`config.mk`:
```
export PLATFORM = sky130hd
export DESIGN_NAME = sss_unit
export DESIGN_NICKNAME = d
export VERILOG_FILES = /design/src/sv/sss_pkg.sv /design/src/sv/sss_unit.sv
export VERILOG_INCLUDE_DIRS = /design/src /design/src/sv
export SDC_FILE = /design/constraint.sdc
export NUM_CORES = 1
export LEC_CHECK = 0
export BUFFER_PORTS_ARGS = -buffer_cell sky130_fd_sc_hd__buf_2
export CORE_MARGIN = 8
export CORE_UTILIZATION = 40
export DETAILED_ROUTE_END_ITERATION = 12
export SYNTH_ARGS = -nofsm -noshare
export SYNTH_HDL_FRONTEND = slang
export SYNTH_SLANG_ARGS = --single-unit
```
`constraint.sdc`:
```
create_clock -name i_clk -period 12.5 [get_ports i_clk]
set_input_delay 1.25 -clock i_clk [delete_from_list [all_inputs] [get_ports i_clk]]
set_output_delay 1.25 -clock i_clk [all_outputs]
set_load 0.01 [all_outputs]
```
`src/sv/sparse_set_similarity_top_defines.svh`:
```
// assertion macros for the similarity block
`ifndef SPARSE_SET_SIMILARITY_TOP_DEFINES_SVH
`define SPARSE_SET_SIMILARITY_TOP_DEFINES_SVH
`ifndef NO_ASSERTIONS
`define SSS_ASSERT_IMP(label, clk, rst_n, pre, post) \
    label: assert property (@(posedge clk) disable iff (!rst_n) (pre) |-> (post)) \
        else $error("assertion failed");
`define SSS_ASSERT_NEXT(label, clk, rst_n, pre, post) \
    label: assert property (@(posedge clk) disable iff (!rst_n) (pre) |=> (post)) \
        else $error("assertion failed");
`else
`define SSS_ASSERT_IMP(label, clk, rst_n, pre, post)
`define SSS_ASSERT_NEXT(label, clk, rst_n, pre, post)
`endif
`endif

```
`src/sv/sss_pkg.sv`:
```
`default_nettype none
package sss_pkg;
    localparam int ROWS_DEF = 1024;
    localparam int CAP_DEF = 256;
    localparam int ROW_W = 10;
    localparam int WGT_W = 16;
    localparam int TOT_W = 24;
    localparam int SIM_W = 17;
    localparam logic [TOT_W-1:0] SAT24 = 24'hFFFFFF;
    localparam logic [SIM_W-1:0] ONE_Q16 = 17'h10000;
    localparam logic [WGT_W-1:0] ONE_Q8 = 16'd256;

    typedef enum logic [1:0] {
        OP_WEIGHT = 2'd0,
        OP_X      = 2'd1,
        OP_Y      = 2'd2,
        OP_CALC   = 2'd3
    } t_op;

    typedef enum logic [1:0] {
        M_JACCARD = 2'd0,
        M_DICE    = 2'd1,
        M_COSINE  = 2'd2,
        M_SUBSET  = 2'd3
    } t_method;

    localparam logic CFG_METHOD = 1'b0;
    localparam logic CFG_USE_W  = 1'b1;

    typedef enum logic [3:0] {
        S_IDLE, S_LOAD, S_LOADW, S_MRD, S_MCMP, S_MWGT, S_SETUP,
        S_MUL, S_SQRT, S_DIVSET, S_DIV, S_DONE
    } t_state;

    // request to the shared iterative unit
    typedef struct packed {
        logic       start;
        logic       is_sqrt;
        logic [47:0] arg_a;
        logic [47:0] arg_b;
    } t_unit_req;

    typedef struct packed {
        logic        busy;
        logic        done;
        logic [47:0] res;
    } t_unit_rsp;
endpackage
`default_nettype wire

```
`src/sv/sss_unit.sv`:
```
`default_nettype none
// shared iterative unit: restoring divide (one quotient bit a cycle) or
// integer square root (one result bit a cycle)
module sss_unit (
    input  wire logic               i_clk,
    input  wire logic               i_rst_n,
    input  wire sss_pkg::t_unit_req i_req,
    output sss_pkg::t_unit_rsp      o_rsp
);
    import sss_pkg::*;
    `include "sparse_set_similarity_top_defines.svh"

    logic        r_busy, r_done, r_sqrt;
    logic [5:0]  r_cnt;
    logic [47:0] r_num, r_den, r_q, r_rem, r_bit;
    logic [48:0] rem_sh;
    logic [47:0] trial;

    assign rem_sh = {r_rem, r_num[47]};
    assign trial  = r_q + r_bit;

    always_ff @(posedge i_clk) begin
        if (!i_rst_n) begin
            r_busy <= 1'b0;
            r_done <= 1'b0;
        end else begin
            r_done <= 1'b0;
            if (i_req.start) begin
                r_busy <= 1'b1;
                r_sqrt <= i_req.is_sqrt;
                r_num  <= i_req.arg_a;
                r_den  <= i_req.arg_b;
                r_q    <= '0;
                r_rem  <= '0;
                r_bit  <= 48'h1 << 46;
                r_cnt  <= i_req.is_sqrt ? 6'd23 : 6'd47;
            end else if (r_busy) begin
                if (r_sqrt) begin
                    // r_num holds the shrinking radicand
                    if (r_num >= trial) begin
                        r_num <= r_num - trial;
                        r_q   <= (r_q >> 1) + r_bit;
                    end else begin
                        r_q <= r_q >> 1;
                    end
                    r_bit <= r_bit >> 2;
                end else begin
                    r_num <= r_num << 1;
                    if (rem_sh >= {1'b0, r_den}) begin
                        r_rem <= 48'(rem_sh - {1'b0, r_den});
                        r_q   <= {r_q[46:0], 1'b1};
                    end else begin
                        r_rem <= rem_sh[47:0];
                        r_q   <= {r_q[46:0], 1'b0};
                    end
                end
                r_cnt <= r_cnt - 6'd1;
                if (r_cnt == 6'd0) begin
                    r_busy <= 1'b0;
                    r_done <= 1'b1;
                end
            end
        end
    end

    assign o_rsp.busy = r_busy;
    assign o_rsp.done = r_done;
    assign o_rsp.res  = r_q;

    `SSS_ASSERT_NEXT(a_done_ends_busy, i_clk, i_rst_n, r_busy && r_cnt == 6'd0 && !i_req.start, r_done && !r_busy)
    `SSS_ASSERT_IMP(a_no_start_busy, i_clk, i_rst_n, r_busy, !i_req.start)
    `SSS_ASSERT_NEXT(a_start_busy, i_clk, i_rst_n, i_req.start, r_busy)
endmodule
`default_nettype wire

```
Word-level counts from Yosys, hierarchy flattened
Index checks and enable logic that the tools add are counted.
Storage, ports and cells
  register bits after elaboration: 249
  input port bits: 100
  output and inout bits: 50
  word-level logic and storage cells: 49
Cells by class
  $add $sub $neg: 5
  magnitude comparators: 2
  equality and inequality tests: 2
  mux-type cells: 20
  bitwise operators: 2
  reductions and logical operators: 9
Operators with widths (count)
  $mux W48: 12
  $sub A48 B48 Y48: 2
  $ge A49 B48 Y1: 1
  $add A47 B48 Y48: 1
  $add A48 B48 Y48: 1
  $ge A48 B48 Y1: 1
  $mux W6: 3
  $reduce_and A3 Y1: 3
  $logic_not A6 Y1: 1
  $sub A6 B1 Y6 const B: 1
  $mux W1: 5
  $reduce_and A2 Y1: 2
  $reduce_bool A2 Y1: 2
  $ne A3 B2 Y1 const B: 1
  $reduce_or A3 Y1: 1
  $ne A2 B2 Y1 const B: 1
  $not A1 Y1: 2

Longest topological paths before layout
  word-level depth: 6
  depth in mapped cells: 27
  mapped depth without buffers: 25

Worst setup path before layout
Ideal clock, no wire load.
  path kind: register to register
  start point: register r_q[0]
  end point: register r_num[0] (enable)
  setup time: 0.454 ns
  arrival: 6.764 ns
  required time: 12.046 ns
  slack: 5.283 ns
  cell stages (with the launch flop): 24
  path buffers: 2
  period minus slack after synthesis: 7.217 ns
  cells stage by stage: edfxtp_1 ha_1 ha_1 a21o_1 a31oi_1 o21ai_1 or4_4 nand3_2 a31oi_1 a311o_1 a31oi_1 nor2b_1 xnor2_1 ha_1 and2_1 nand3_1 nor3_1 nand2b_1 o22a_1 a21oi_2 buf_2 buf_2 nor2_1 nor2_1
On the way
  longest elaborated chain between the ends: 4
RTL lines
  start: declaration: RTL line sss_unit.sv:15  | logic [47:0] r_num, r_den, r_q, r_rem, r_bit;
  start signal: assignment: RTL line sss_unit.sv:42  | r_q <= (r_q >> 1) + r_bit;
  start signal: assignment: RTL line sss_unit.sv:44  | r_q <= r_q >> 1;
  start signal: assignment: RTL line sss_unit.sv:51  | r_q <= {r_q[46:0], 1'b1};
  $add A48 B48 Y48: RTL line sss_unit.sv:20  | assign trial = r_q + r_bit;
  $ge A48 B48 Y1: RTL line sss_unit.sv:40  | if (r_num >= trial) begin
  $ne A3 B2 Y1 (no line)
  $reduce_and A3 Y1 (no line)
  end signal: assignment: RTL line sss_unit.sv:31  | r_num <= i_req.arg_a;
  end signal: assignment: RTL line sss_unit.sv:41  | r_num <= r_num - trial;
  end signal: assignment: RTL line sss_unit.sv:48  | r_num <= r_num << 1;
  end: declaration: RTL line sss_unit.sv:15
Every way passes these cells.
A chain may end at the register's enable or synchronous reset.

Worst setup path after layout
  start point: register r_q[0]
  end point: register r_num[3] (enable)
Same word-level chain as after synthesis.

==> metrics.md <==
| Metric | Value |
|---|---|
| Status | completed |
| Max VDD drop | 0.000117 V |
| Final Slew Violations | 0 |
| Post-synthesis xor/xnor area fraction | 0.0844 |
| Setup TNS | 0 ns |
| Die Ht | 230 µm |
| Sequential share of the synthesized area | 0.367 |
| Worst skew pair latency | 0.57 ns |
| Slowest stage delay, CP | 0.56 ns |
| Synth Area in Simple Gates | 0.158 |
| CTS tree | built |
| Number of synthesized flops with an enable pin | 223 |
| Syn Inst Count | 2038 |
| Drt drc | 0 |
| Switch share | 0.357 |
| Final nets | 2375 |
| Total gr overflow | 0 |
| DRT Pass-1 Iters | 5 |
| Mean Syn Cell Area | 9.01 µm² |
| Reg power frac | 0.338 |
| Core Util, Final | 0.452 |
| # H-tree levels | 1 |
| Root buf cell | clkbuf_16 |
| DIE WIDTH | 230 µm |
| MaxCap Viol Count | 0 |
| CP startpoint kind | register |
| Fraction of layout cells with a size suffix above 1 | 0.115 |
| Most common cell in the netlist | edfxtp_1 |
| Die area | 53000 µm² |
| I/O pin count | 150 |
| Global-route wire length before repair | 80000 µm |
| Setup violations, final | 0 |
| Wirelength per Cell | 18.2 µm |
| Library cells used by synthesis | 79 |
| Leakage Power | 8.43 nW |
| Most common flop cell mapped by yosys | edfxtp_1 |
| Final worst path period share | 0.547 |
| Postcts setup bufs | 0 |
| Min-Delay Path Depth | 2 |
| Fmax | 0.146 GHz |
| Worst Setup End Kind | register |
| WHS | 0.532 ns |
| Crit path DAT | 7.03 ns |
| Tightest Pin Transition | 1.15 ns |
| Crit path buf inv count | 2 |
| Starting density of the core | 0.405 |
| Placed inst area | 19600 µm² |
| Synth Area in Adders | 0.103 |
| Worst hold-check path type | reg2reg |
| Post-Route WL | 50000 µm |
| Hold Vio Cnt, Final | 0 |
| Worst path depth | 23 |
| Reg2Reg Depth | 23 |
| PortBufs | 149 |
| Clock slew at reported path FFs | 0.06 ns |
| Worst slew margin | 0.234 |
| Largest net degree at the start of global routing | 101 |
| Number of vias per cell | 5.60 |
| Cell Area, Synth | 18400 µm² |
| Core Box Area | 45400 µm² |
| P_int | 1.86 mW |
| Pwr/cell area | 141 nW/µm² |
| Synth top area cells | edfxtp_1, ha_1, a21oi_1 |
| Commonest cells in the netlist | edfxtp_1, nand2_1, nor2_1 |
| Num CTS Buffers | 29 |
| Clk pwr share | 0.295 |
| WP data required | 12.69 ns |
| Synth Area in Compound Gates | 0.220 |
| FF+latch count, synth | 225 |
| First DRT Iteration DRCs | 1038 |
| RSZ-0062 raised after global routing | no |
| Largest family of logic cells by synthesized area | compound AO/OA/AOI/OAI gates |
| Post-CTS Hold Buffers | 0 |
| GRT Total Usage | 0.181 |
| Top-area cell type share of the netlist area | 0.365 |
| GP Congestion | 0.920 |
| Row count | 78 |
| Slowest stage cell, crit path | buf_4 |
| Min Clock Period, post-route | 6.84 ns |
| Antenna violations before repair | 4 |
| Maximum fanout along the worst path | 70 |
| Layout area overhead | 11.7% |
| Cell family with most CP delay | simple AND/OR/NAND/NOR gates |
| Largest area contributor in the netlist | edfxtp_1 |
| Multiplexer share of the synthesized area | 0.0283 |
| Final clock skew | 0.0245 ns |
| Crit-path cells | ha_1 > ha_1 > a21o_1 > a31oi_1 > o21ai_1 > or4_4 > nand3_2 > a31oi_1 > a311o_1 > a31oi_1 > nor2b_1 > xnor2_1 > ha_1 > and2_1 > nand3_1 > nor3_1 > nand2b_1 > o22a_1 > a21oi_4 > buf_4 > nor2_1 > nor2_4 > buf_4 |
| Synthesis Warnings | 0 |
| Setup Crit Path Kind | reg2reg |
| Routed Antenna Nets | 0 |
| Post-DP HPWL | 36900 µm |
| Combinational power share | 0.367 |
| Syn Nets | 2288 |
| P_sw | 1.03 mW |
| Vias | 15393 |
| CTS Sinks | 225 |
| Cells resized by post-CTS repair | 0 |
| Longest Clk Path Bufs | 3 |
| Vias in the first global route | 15126 |
| Design Area, Final | 20500 µm² |
| Fraction of registers with async set/reset | 0 |
-- power by group through the flow --
stage	Sequential, mW	Clock [mW]	Combinational (mW)
after floorplan	0.979	0	0.817
after global placement	0.993	0	1.05
after detailed placement	0.995	0	1.05
after CTS	0.980	0.878	1.06
after global routing	0.988	0.903	1.18
final	0.979	0.853	1.06
-- layer usage --
layer	up-vias	GRT usage	part of all wire
met5	-	0	0.00026
met4	2	0.0620	0.028
met3	84	0.0276	0.051
met2	369	0.308	0.47
met1	7293	0.231	0.45
li1	7645	-	-
-- worst register-to-register path, delay by kind of cell, from the launching register on --
family	cells	cell delay, ns
DFF	1	0.42
buffers and inverters	2	1.11
adders and majority gates	3	0.85
and+or+nand+nor	9	2.00
xor gates and xnor gates	1	0.13
AOI/OAI and AO/OA	8	1.93
-- cells in the final DEF (no fill, tap or decap), types with 29 or more instances in the layout --
cell type,instances
nand2_1,198
o21ai_0,124
nor2_1,181
a211oi_1,34
nor2b_1,55
buf_2,148
nand4_1,39
a21oi_1,178
a21o_1,98
xor2_1,91
mux2i_1,52
ha_1,148
inv_1,76
edfxtp_1,223
clkbuf_16,29
nand3_1,32
a31oi_1,44
xnor2_1,86
-- cell families after synthesis --
group | Yosys count
AO/OA/AOI/OAI | 631
XOR/XNOR | 177
adder cells (fa/ha/maj) | 150
buffers and inverters | 183
flip-flops | 225
multiplexers | 52
AND/OR/NAND/NOR | 620
-- state kept, by name, indices dropped and copies added (netlist names) --
name    cells
r_bit      24
r_busy      1
r_rem      48
r_done      1
r_num      48
r_cnt       6
r_q        48
r_sqrt      1
r_den      48
-- path summary, 6_finish.rpt --
kind,from,slack [ns],endpoint
setup reg to reg,r_q[0],5.66,r_num[3]
hold reg to reg,r_busy,0.53,r_done
hold / removal,r_busy,0.53,r_done
setup / recovery,r_q[0],5.66,r_num[3]
-- layout make-up --
| type | count | area [µm²] |
|---|---|---|
| fillers | 4487 | 24900 |
| multi-input cells | 1630 | 10900 |
| flip-flops and latches | 225 | 6740 |
| repair buffers | 161 | 842 |
| well taps | 600 | 751 |
| clock buffers | 30 | 729 |
| inverters | 78 | 293 |
| clock inverters | 23 | 230 |
| diodes | 3 | 7.51 |
-- per-stage QoR --
stage | worst slack [ns] | std cells | power, mW
final | 5.66 | 2750 | 2.89
after global routing | 5.20 | 2749 | 3.07
after CTS | 5.65 | 2747 | 2.92
after detailed placement | 5.69 | 2694 | 2.05
after global placement | 5.84 | 2694 | 2.04
after floorplan | 5.28 | 2038 | 1.80
Power figures use the tool's default switching activity.
